## config.mk

```make
export PLATFORM = sky130hd
export DESIGN_NAME = sha256_secret_message_digest_core
export DESIGN_NICKNAME = d
export VERILOG_FILES = /design/src/design/shasmd_pkg.sv /design/src/design/shasmd_ctrl.sv /design/src/design/shasmd_datapath.sv /design/src/design/sha256_secret_message_digest_core.sv
export SDC_FILE = /design/constraint.sdc
export NUM_CORES = 2
export LEC_CHECK = 0
export BUFFER_PORTS_ARGS = -buffer_cell sky130_fd_sc_hd__buf_2
export CAP_MARGIN = 10
export CELL_PAD_IN_SITES_DETAIL_PLACEMENT = 1
export CELL_PAD_IN_SITES_GLOBAL_PLACEMENT = 1
export CORE_ASPECT_RATIO = 1.1
export CORE_MARGIN = 1
export CORE_UTILIZATION = 49
export CTS_CLUSTER_DIAMETER = 50
export CTS_CLUSTER_SIZE = 8
export DETAILED_ROUTE_END_ITERATION = 6
export GPL_ROUTABILITY_DRIVEN = 0
export PLACE_DENSITY_LB_ADDON = 0.1
export SYNTH_ARGS = -nofsm -noshare
export SYNTH_HDL_FRONTEND = slang
export SYNTH_HIERARCHICAL = 1
export SYNTH_SLANG_ARGS = --single-unit
```

## constraint.sdc

```tcl
create_clock -name clk -period 17.4 [get_ports clk]
set_input_delay 2.61 -clock clk [delete_from_list [all_inputs] [get_ports clk]]
set_output_delay 2.61 -clock clk [all_outputs]
set_load 0.1 [all_outputs]
```

## src/design/shasmd_pkg.sv

```systemverilog
`default_nettype none
package shasmd_pkg;

  localparam int unsigned WORD_W  = 32;
  localparam int unsigned HALF_W  = 64;
  localparam int unsigned RND_W   = 6;
  localparam int unsigned CFG_IDX_W = 2;

  localparam logic [RND_W-1:0] RND_LAST = RND_W'(63);

  localparam logic [CFG_IDX_W-1:0] REG_SECRET_UPPER = CFG_IDX_W'(0);
  localparam logic [CFG_IDX_W-1:0] REG_SECRET_LOWER = CFG_IDX_W'(1);

  // padding words of the single 512-bit block
  localparam logic [WORD_W-1:0] PAD_ONE   = 32'h8000_0000;
  localparam logic [WORD_W-1:0] PAD_ZERO  = 32'h0000_0000;
  localparam logic [WORD_W-1:0] PAD_LEN   = 32'h0000_0100;

  localparam logic [WORD_W-1:0] H_INIT [8] = '{
    32'h6a09e667, 32'hbb67ae85, 32'h3c6ef372, 32'ha54ff53a,
    32'h510e527f, 32'h9b05688c, 32'h1f83d9ab, 32'h5be0cd19
  };

  typedef enum logic [1:0] {
    ST_IDLE,
    ST_ROUND,
    ST_FINAL
  } state_t;

  typedef struct packed {
    logic             load;
    logic             round;
    logic             finish;
    logic [RND_W-1:0] rnd;
  } cmd_t;

  function automatic logic [WORD_W-1:0] round_k(input logic [RND_W-1:0] idx);
    logic [WORD_W-1:0] k;
    unique case (idx)
      6'd0:  k = 32'h428a2f98;  6'd1:  k = 32'h71374491;
      6'd2:  k = 32'hb5c0fbcf;  6'd3:  k = 32'he9b5dba5;
      6'd4:  k = 32'h3956c25b;  6'd5:  k = 32'h59f111f1;
      6'd6:  k = 32'h923f82a4;  6'd7:  k = 32'hab1c5ed5;
      6'd8:  k = 32'hd807aa98;  6'd9:  k = 32'h12835b01;
      6'd10: k = 32'h243185be;  6'd11: k = 32'h550c7dc3;
      6'd12: k = 32'h72be5d74;  6'd13: k = 32'h80deb1fe;
      6'd14: k = 32'h9bdc06a7;  6'd15: k = 32'hc19bf174;
      6'd16: k = 32'he49b69c1;  6'd17: k = 32'hefbe4786;
      6'd18: k = 32'h0fc19dc6;  6'd19: k = 32'h240ca1cc;
      6'd20: k = 32'h2de92c6f;  6'd21: k = 32'h4a7484aa;
      6'd22: k = 32'h5cb0a9dc;  6'd23: k = 32'h76f988da;
      6'd24: k = 32'h983e5152;  6'd25: k = 32'ha831c66d;
      6'd26: k = 32'hb00327c8;  6'd27: k = 32'hbf597fc7;
      6'd28: k = 32'hc6e00bf3;  6'd29: k = 32'hd5a79147;
      6'd30: k = 32'h06ca6351;  6'd31: k = 32'h14292967;
      6'd32: k = 32'h27b70a85;  6'd33: k = 32'h2e1b2138;
      6'd34: k = 32'h4d2c6dfc;  6'd35: k = 32'h53380d13;
      6'd36: k = 32'h650a7354;  6'd37: k = 32'h766a0abb;
      6'd38: k = 32'h81c2c92e;  6'd39: k = 32'h92722c85;
      6'd40: k = 32'ha2bfe8a1;  6'd41: k = 32'ha81a664b;
      6'd42: k = 32'hc24b8b70;  6'd43: k = 32'hc76c51a3;
      6'd44: k = 32'hd192e819;  6'd45: k = 32'hd6990624;
      6'd46: k = 32'hf40e3585;  6'd47: k = 32'h106aa070;
      6'd48: k = 32'h19a4c116;  6'd49: k = 32'h1e376c08;
      6'd50: k = 32'h2748774c;  6'd51: k = 32'h34b0bcb5;
      6'd52: k = 32'h391c0cb3;  6'd53: k = 32'h4ed8aa4a;
      6'd54: k = 32'h5b9cca4f;  6'd55: k = 32'h682e6ff3;
      6'd56: k = 32'h748f82ee;  6'd57: k = 32'h78a5636f;
      6'd58: k = 32'h84c87814;  6'd59: k = 32'h8cc70208;
      6'd60: k = 32'h90befffa;  6'd61: k = 32'ha4506ceb;
      6'd62: k = 32'hbef9a3f7;  6'd63: k = 32'hc67178f2;
      default: k = '0;
    endcase
    return k;
  endfunction

endpackage
`default_nettype wire

```

## src/design/shasmd_ctrl.sv

```systemverilog
`default_nettype none
module shasmd_ctrl (
  input  wire logic              clk,
  input  wire logic              rst_n,
  input  wire logic              in_valid,
  output logic                   in_ready,
  output logic                   out_valid,
  input  wire logic              out_ready,
  output shasmd_pkg::cmd_t       cmd
);

  shasmd_pkg::state_t              state_r, state_nxt;
  logic [shasmd_pkg::RND_W-1:0]    rnd_r, rnd_nxt;
  logic                            out_valid_r, out_valid_nxt;

  always_ff @(posedge clk) begin
    if (!rst_n) begin
      state_r     <= shasmd_pkg::ST_IDLE;
      rnd_r       <= '0;
      out_valid_r <= 1'b0;
    end else begin
      state_r     <= state_nxt;
      rnd_r       <= rnd_nxt;
      out_valid_r <= out_valid_nxt;
    end
  end

  always_comb begin
    state_nxt  = state_r;
    rnd_nxt    = rnd_r;
    in_ready   = 1'b0;
    cmd.load   = 1'b0;
    cmd.round  = 1'b0;
    cmd.finish = 1'b0;
    cmd.rnd    = rnd_r;
    unique case (state_r)
      shasmd_pkg::ST_IDLE: begin
        in_ready = 1'b1;
        if (in_valid) begin
          cmd.load  = 1'b1;
          rnd_nxt   = '0;
          state_nxt = shasmd_pkg::ST_ROUND;
        end
      end
      shasmd_pkg::ST_ROUND: begin
        cmd.round = 1'b1;
        rnd_nxt   = rnd_r + 1'b1;
        if (rnd_r == shasmd_pkg::RND_LAST) begin
          state_nxt = shasmd_pkg::ST_FINAL;
        end
      end
      shasmd_pkg::ST_FINAL: begin
        // hold until the output register is free or being drained
        if (!out_valid_r || out_ready) begin
          cmd.finish = 1'b1;
          state_nxt  = shasmd_pkg::ST_IDLE;
        end
      end
      default: begin
        state_nxt = shasmd_pkg::ST_IDLE;
      end
    endcase
    if (cmd.finish) begin
      out_valid_nxt = 1'b1;
    end else if (out_ready) begin
      out_valid_nxt = 1'b0;
    end else begin
      out_valid_nxt = out_valid_r;
    end
  end

  assign out_valid = out_valid_r;

  a_start_round0: assert property (@(posedge clk) disable iff (!rst_n)
    (in_valid && in_ready) |=> (state_r == shasmd_pkg::ST_ROUND && rnd_r == '0))
    else $error("round sequence did not start at round zero");

  a_last_round: assert property (@(posedge clk) disable iff (!rst_n)
    (state_r == shasmd_pkg::ST_ROUND && rnd_r == shasmd_pkg::RND_LAST)
      |=> state_r == shasmd_pkg::ST_FINAL)
    else $error("missed final add after last round");

  a_no_overwrite: assert property (@(posedge clk) disable iff (!rst_n)
    cmd.finish |-> (!out_valid_r || out_ready))
    else $error("digest overwritten before transaction completed");

  a_valid_source: assert property (@(posedge clk) disable iff (!rst_n)
    $rose(out_valid_r) |-> $past(cmd.finish))
    else $error("output valid raised without a finished digest");

endmodule
`default_nettype wire

```

## src/design/shasmd_datapath.sv

```systemverilog
`default_nettype none
module shasmd_datapath (
  input  wire logic                                 clk,
  input  wire logic                                 rst_n,
  input  wire shasmd_pkg::cmd_t                     cmd,
  input  wire logic                                 cfg_we,
  input  wire logic [shasmd_pkg::CFG_IDX_W-1:0]     cfg_index,
  input  wire logic [shasmd_pkg::HALF_W-1:0]        cfg_data,
  input  wire logic [shasmd_pkg::HALF_W-1:0]        message_upper,
  input  wire logic [shasmd_pkg::HALF_W-1:0]        message_lower,
  output logic [shasmd_pkg::HALF_W-1:0]             digest_word0,
  output logic [shasmd_pkg::HALF_W-1:0]             digest_word1,
  output logic [shasmd_pkg::HALF_W-1:0]             digest_word2,
  output logic [shasmd_pkg::HALF_W-1:0]             digest_word3
);

  localparam int unsigned W = shasmd_pkg::WORD_W;

  function automatic logic [W-1:0] rotr(input logic [W-1:0] v, input int unsigned n);
    return (v >> n) | (v << (W - n));
  endfunction

  logic [shasmd_pkg::HALF_W-1:0] secret_upper_r, secret_lower_r;
  logic [W-1:0] w_r   [16];
  logic [W-1:0] st_r  [8];
  logic [W-1:0] dig_r [8];

  logic [W-1:0] w_new, big0, big1, choose, major, sum1, sum2, ssig0, ssig1;

  // secret registers
  always_ff @(posedge clk) begin
    if (!rst_n) begin
      secret_upper_r <= '0;
      secret_lower_r <= '0;
    end else if (cfg_we) begin
      if (cfg_index == shasmd_pkg::REG_SECRET_UPPER) begin
        secret_upper_r <= cfg_data;
      end
      if (cfg_index == shasmd_pkg::REG_SECRET_LOWER) begin
        secret_lower_r <= cfg_data;
      end
    end
  end

  always_comb begin
    ssig0  = rotr(w_r[1], 7) ^ rotr(w_r[1], 18) ^ (w_r[1] >> 3);
    ssig1  = rotr(w_r[14], 17) ^ rotr(w_r[14], 19) ^ (w_r[14] >> 10);
    w_new  = w_r[0] + ssig0 + w_r[9] + ssig1;
    big1   = rotr(st_r[4], 6) ^ rotr(st_r[4], 11) ^ rotr(st_r[4], 25);
    choose = (st_r[4] & st_r[5]) ^ (~st_r[4] & st_r[6]);
    sum1   = st_r[7] + big1 + choose + w_r[0] + shasmd_pkg::round_k(cmd.rnd);
    big0   = rotr(st_r[0], 2) ^ rotr(st_r[0], 13) ^ rotr(st_r[0], 22);
    major  = (st_r[0] & st_r[1]) ^ (st_r[0] & st_r[2]) ^ (st_r[1] & st_r[2]);
    sum2   = big0 + major;
  end

  // schedule window and working state
  always_ff @(posedge clk) begin
    if (cmd.load) begin
      w_r[0]  <= secret_upper_r[63:32];
      w_r[1]  <= secret_upper_r[31:0];
      w_r[2]  <= secret_lower_r[63:32];
      w_r[3]  <= secret_lower_r[31:0];
      w_r[4]  <= message_upper[63:32];
      w_r[5]  <= message_upper[31:0];
      w_r[6]  <= message_lower[63:32];
      w_r[7]  <= message_lower[31:0];
      w_r[8]  <= shasmd_pkg::PAD_ONE;
      for (int i = 9; i < 15; i++) begin
        w_r[i] <= shasmd_pkg::PAD_ZERO;
      end
      w_r[15] <= shasmd_pkg::PAD_LEN;
      for (int i = 0; i < 8; i++) begin
        st_r[i] <= shasmd_pkg::H_INIT[i];
      end
    end else if (cmd.round) begin
      for (int i = 0; i < 15; i++) begin
        w_r[i] <= w_r[i+1];
      end
      w_r[15] <= w_new;
      st_r[7] <= st_r[6];
      st_r[6] <= st_r[5];
      st_r[5] <= st_r[4];
      st_r[4] <= st_r[3] + sum1;
      st_r[3] <= st_r[2];
      st_r[2] <= st_r[1];
      st_r[1] <= st_r[0];
      st_r[0] <= sum1 + sum2;
    end
  end

  // final add into the output register
  always_ff @(posedge clk) begin
    if (cmd.finish) begin
      for (int i = 0; i < 8; i++) begin
        dig_r[i] <= st_r[i] + shasmd_pkg::H_INIT[i];
      end
    end
  end

  assign digest_word0 = {dig_r[0], dig_r[1]};
  assign digest_word1 = {dig_r[2], dig_r[3]};
  assign digest_word2 = {dig_r[4], dig_r[5]};
  assign digest_word3 = {dig_r[6], dig_r[7]};

endmodule
`default_nettype wire

```

## src/design/sha256_secret_message_digest_core.sv

```systemverilog
// SHA-256 of one 256-bit string: a 128-bit secret from the configuration
// registers followed by a 128-bit message from the input transaction.
// Configuration: cfg_index 0 writes secret bits 127..64, index 1 writes
// bits 63..0; other indexes are dropped. cfg_ready is always high. Write
// only while no transaction is in flight.
// Input: in_valid/in_ready carry message_upper/message_lower. in_ready is
// high while the core is idle.
// Output: out_valid/out_ready carry the 256-bit digest as four 64-bit
// words, word0 holding H0:H1 in standard big-endian order.
// Operation: a load, then 64 rounds (one round a cycle through a single
// round unit, with the message schedule computed alongside from a
// 16-word shift window), then the final add into the output register; a
// new message is taken only once the previous one has had its final add.
// A new message is accepted while the previous digest still waits in the
// output register; if the receiver stalls, the core holds after the last
// round until the output register drains.
// Reset (synchronous, active low) clears the secret to zero, returns the
// controller to idle and drops any pending digest.
`default_nettype none
module sha256_secret_message_digest_core (
  input  wire logic                                 clk,
  input  wire logic                                 rst_n,
  input  wire logic                                 cfg_valid,
  output logic                                      cfg_ready,
  input  wire logic [shasmd_pkg::CFG_IDX_W-1:0]     cfg_index,
  input  wire logic [shasmd_pkg::HALF_W-1:0]        cfg_data,
  input  wire logic                                 in_valid,
  output logic                                      in_ready,
  input  wire logic [shasmd_pkg::HALF_W-1:0]        in_message_upper,
  input  wire logic [shasmd_pkg::HALF_W-1:0]        in_message_lower,
  output logic                                      out_valid,
  input  wire logic                                 out_ready,
  output logic [shasmd_pkg::HALF_W-1:0]             out_digest_word0,
  output logic [shasmd_pkg::HALF_W-1:0]             out_digest_word1,
  output logic [shasmd_pkg::HALF_W-1:0]             out_digest_word2,
  output logic [shasmd_pkg::HALF_W-1:0]             out_digest_word3
);

  shasmd_pkg::cmd_t cmd;

  // configuration writes are always accepted and registered
  assign cfg_ready = 1'b1;

  shasmd_ctrl u_ctrl (
    .clk       (clk),
    .rst_n     (rst_n),
    .in_valid  (in_valid),
    .in_ready  (in_ready),
    .out_valid (out_valid),
    .out_ready (out_ready),
    .cmd       (cmd)
  );

  shasmd_datapath u_datapath (
    .clk           (clk),
    .rst_n         (rst_n),
    .cmd           (cmd),
    .cfg_we        (cfg_valid & cfg_ready),
    .cfg_index     (cfg_index),
    .cfg_data      (cfg_data),
    .message_upper (in_message_upper),
    .message_lower (in_message_lower),
    .digest_word0  (out_digest_word0),
    .digest_word1  (out_digest_word1),
    .digest_word2  (out_digest_word2),
    .digest_word3  (out_digest_word3)
  );

endmodule
`default_nettype wire
```

---- Word level (Yosys, flattened, before mapping) ----
Memories as Yosys holds them, arrays and structs flattened. A register that Yosys moved wholly into a read port is not among the register bits.
Cells that the tools add are included.
storage, ports and cells
  flip-flop bits (word level) ............. 137
  logic and storage cells ................. 143
  memory bits (writable) .................. 1024
  bits in read-only memories .............. 2048
  memories kept ........................... 4
  input port bits ......................... 199
  output and inout port bits .............. 259
memories
  name              depth  width  rd ports  clocked after Yosys merged registers in  write ports  RTL line               RTL
  (name not given)  64     32     1         1                                        0            shasmd_pkg.sv:39       unique case (idx)
  u_datapath.w_r    16     32     16        0                                        16           shasmd_datapath.sv:24  logic [W-1:0] w_r [16];
  u_datapath.dig_r  8      32     8         0                                        8            shasmd_datapath.sv:26  logic [W-1:0] dig_r [8];
  u_datapath.st_r   8      32     8         0                                        8            shasmd_datapath.sv:25  logic [W-1:0] st_r [8];
cells by class
  reductions and logical operators ........ 10
  add/subtract/negate cells ............... 19
  bitwise gates (word level) .............. 51
  equality and inequality tests ........... 7
  mux-type cells .......................... 47
operators with widths
  cell                      count
  $mux W32                  24
  $add A32 B32 Y32          10
  $xor A32 B32 Y32          9
  $and A32 B32 Y32          5
  $add A32 B31 Y32 const B  3
  $add A32 B32 Y32 const B  3
  $add A32 B29 Y32 const B  1
  $add A32 B30 Y32 const B  1
  $not A32 Y32              1
  $or A10 B32 Y32           1
  $or A13 B32 Y32           1
  $or A14 B32 Y32           1
  $or A15 B32 Y32           1
  $or A19 B32 Y32           1
  $or A21 B32 Y32           1
  $or A25 B32 Y32           1
  $or A26 B32 Y32           1
  $or A30 B32 Y32           1
  $or A7 B32 Y32            1
  $xor A32 B22 Y32          1
  $xor A32 B29 Y32          1
  $or A1 B1 Y1              24
  $mux W6                   3
  $mux W1                   15
  15 further kinds          23

---- Logic depth before layout (Yosys ltp) ----
An unclocked memory read counts as a cell.
  word-level depth ........................ 10
  mapped depth ............................ 39
  depth with buffers taken out ............ 38

---- Hierarchy ----
The synthesis kept the hierarchy.
by module, submodules not included
  module                             cells an instance  area an instance (sq um)  instances  sequential area each (sq um)
  shasmd_datapath                    5563               61534.0                   1          33311.9
  shasmd_ctrl                        53                 466.7                     1          180.2
  sha256_secret_message_digest_core  2                  11.3                      1          0.0

---- Worst setup path after synthesis ----
Ideal clock, no wire load.
  path type ............................... input -> register
  start ................................... input port in_valid
  end ..................................... memory u_datapath/st_r[0][0] (netlist name) (enable)
  path slack .............................. 3677 ps
  data required time ...................... 16578 ps
  library setup time ...................... 822 ps
  arrival ................................. 12901 ps
  cell stages on the path ................. 5
  cell sequence ........................... nor3b_1 clkbuf_1 clkbuf_1 clkbuf_1 or2_2
RTL lines
  item         RTL line                                 RTL
  from (decl)  sha256_secret_message_digest_core.sv:27  input wire logic in_valid,
  to (decl)    shasmd_datapath.sv:25

==> metrics.txt <==
final core occ 56.5%; Detailed Routing Iterations Pass 1 7; Final ANT Viol Nets 0; setup bufs post-CTS 0; CTS Hold Bufs 0; Critical Path RT between 15000 and 20000 ps; Synthesized Nets ~6000; CP most frequent cell inv_1; # resized after CTS 0; TritonCTS clock tree done; Final Skew 24.7 ps; RSZ-0062 raised after global routing no; Netlist cell types 89; initial core utilization 49.5%; Layout area overhead 14.2%; register area around 33000 µm²; Max-cap violations 0; Max Freq 0.0944 GHz; Worst Tran Pin Value 1190 ps; Slowest-stage cell, CP dfxtp_1; # rows 136; gr usage total around a third; fill cell count 13300; fin. max-slew vios 0; Tcrit/Tclk final about three fifths; type of the worst setup path reg2reg; Setup TNS 0 ps; clock insertion delay at the later pin of the skew report 810 ps; largest net degree at the start of global routing 231; initial antenna violation count 12; initial drt markers just under 4000; DRC viols 1; Die Area 128000 µm²; Synth Register Bits roughly 1200; EDFF count, synth about 1000; nets 6537; Setup WS post-layout 6800 ps; synth warn 6; Max stage delay on crit path 820 ps; status finished with violations; Worst setup SP type flip-flop; H-tree depth 4; Via density 5.73; vias in the first global route 46400; CTS Root Cell clkbuf_16; grt total ovfl 0; CTS max path bufs 3; failing checks DRC; Post-Route WL 202 mm; Die Y 375 µm; WL/cell 26.0 µm; Setup-failing EPs final 0; HPWL Detailed 149 mm; ys flop type edfxtp_1; routed via count 44400; first-pass GRT wire length 298 mm; CORE AREA around 130000 µm²; crit end category flip-flop; Placement Setup Slack about 7000 ps; minimum clock period 10600 ps; Sink Count between 1000 and 1500; CTS clk-pin slew, worst paths 50 ps; area of the multi-input gates 26600 µm²; Die X 341 µm; layout cells sized above 1 12.9%; total CTS buffers 175; final hold vios 0; headroom to the max-slew limit 20.5%; Syn Inst Count 5618; I/O pins 458; Mapped Area 62000 µm²; post-synthesis average cell area 11.0 µm²; asr flop ratio synth 0%; Worst Path Arrival around 11000 ps; Hold Crit Class reg2reg; I/O Buffers 456; CP Max Fanout 22; sequential fraction of the synthesis area 54.0%
[area by class of cell]
type	count	area share (%)
inverter	214	1.13
multi-input combinational	3958	37.6
clock inverter	37	0.735
antenna	6	0.0212
tap	1656	2.93
clock buffer	233	6.55
timing repair buffer	494	3.70
sequential	1161	47.3
[worst max-delay path, delay by kind of cell (launching register included)]
kind,cells,cell delay [ps]
xor+xnor,2,370
mux,1,500
buf+inv,5,650
compound gates,16,3920
flops,1,820
simple gates,5,860
fa+ha+maj,7,3190
[worst paths after layout]
kind | startpoint | end | cells after the start | slack, ps
max reg2reg | u_ctrl/rnd_r[1] | u_datapath/st_r[0][31] | 36 | 6800
min | u_datapath/secret_lower_r[60] | u_datapath/secret_lower_r[60] | 2 | 460
min reg2reg | u_datapath/secret_lower_r[60] | u_datapath/secret_lower_r[60] | 2 | 460
max | u_ctrl/rnd_r[1] | u_datapath/st_r[0][31] | 36 | 6800
[cell usage in the layout (no fill, tap or decap), drive strengths merged, types with 11 or more instances in the layout]
cell,Yosys,layout
o31ai,13,13
inv,211,217
edfxtp,1024,1024
nor3,57,57
and2,152,152
o21a,31,31
nor2,227,227
o211ai,17,17
maj3,21,21
a211oi,31,31
nand2b,145,145
a21o,87,87
xnor2,410,410
nor4,12,12
ha,147,147
mux4,11,11
mux2,21,21
o311ai,11,11
nor2b,192,192
dfxtp,137,137
xor2,154,154
a31oi,32,32
and3,24,24
a21oi,178,178
clkinv,3,25
nand2,1265,1265
buf,22,494
or2,11,11
or3,12,12
clkbuf,263,233
nand3,59,59
mux2i,12,12
a21boi,135,135
fa,187,187
o21bai,17,17
o21ai,163,163
[sequential cells by signal, summed over array words and instances (netlist names)]
name                       cells
u_datapath/w_r               512
u_datapath/dig_r             256
u_datapath/st_r              256
u_datapath/secret_lower_r     64
u_datapath/secret_upper_r     64
u_ctrl/rnd_r                   6
u_ctrl/state_r                 2
u_ctrl/out_valid               1
[layer usage]
layer  vias to the layer above  share of wire, %  global-route usage [%]  wire, µm
li1                      19900                 -                       -         -
met2                      1625                50                    54.3    101000
met1                     22500                39                    38.1     78100
met4                         2               5.1                    15.3     10200
met3                       485               6.2                    5.54     12600
met5                         -            0.0069                       0        14
[cell usage after synthesis, drive strengths merged, types with 9 or more instances]
cell / count / share of area, %
and2: 152 / 1.5
a31oi: 32 / 0.32
nand2b: 145 / 1.5
maj3: 21 / 0.34
mux2: 21 / 0.38
o21a: 31 / 0.38
nand3: 59 / 0.48
a21oi: 178 / 1.4
o21ai: 163 / 1.3
nor4: 12 / 0.12
a21boi: 135 / 1.6
edfxtp: 1024 / 50
o21bai: 17 / 0.21
dfxtp: 137 / 4.4
and3: 24 / 0.24
mux4: 11 / 0.40
mux2i: 12 / 0.19
xnor2: 410 / 5.8
o311ai: 11 / 0.19
a311oi: 9 / 0.13
a211oi: 31 / 0.38
nand2: 1265 / 7.7
nand4: 10 / 0.10
inv: 211 / 1.3
buf: 22 / 0.19
o211ai: 17 / 0.21
nor2b: 192 / 1.9
nor3: 57 / 0.46
o31ai: 13 / 0.16
ha: 147 / 3.0
fa: 187 / 6.0
a21o: 87 / 1.1
clkbuf: 263 / 1.6
xor2: 154 / 2.2
nor2: 227 / 1.4
or2: 11 / 0.11
or3: 12 / 0.12
[kinds of logic after synthesis]
logic type                 after synthesis  share of synthesized area [%]
and+or+nand+nor                       2198                           16.1
DFF                                   1161                           54.0
AOI/OAI and AO/OA                      794                           8.49
xor gates and xnor gates               566                           8.04
buffers and inverters                  499                           3.08
adders and majority gates              355                           9.34
muxes                                   44                          0.975
other                                    1                        0.00605
[stage by stage]
step           std cells  cell area [µm²]  hold WS, ps
2_1_floorplan       5618            62000          433
3_3_place_gp        7483            65600          450
3_5_place_dp        7483            65600          458
4_1_cts             7753            70800          465
5_1_grt             7758            70800          481
6_report            7759            70800          465
Power is left out: the tool's default activity adds up to more than one toggle a clock period on the data nets, which glitch-free logic cannot reach.
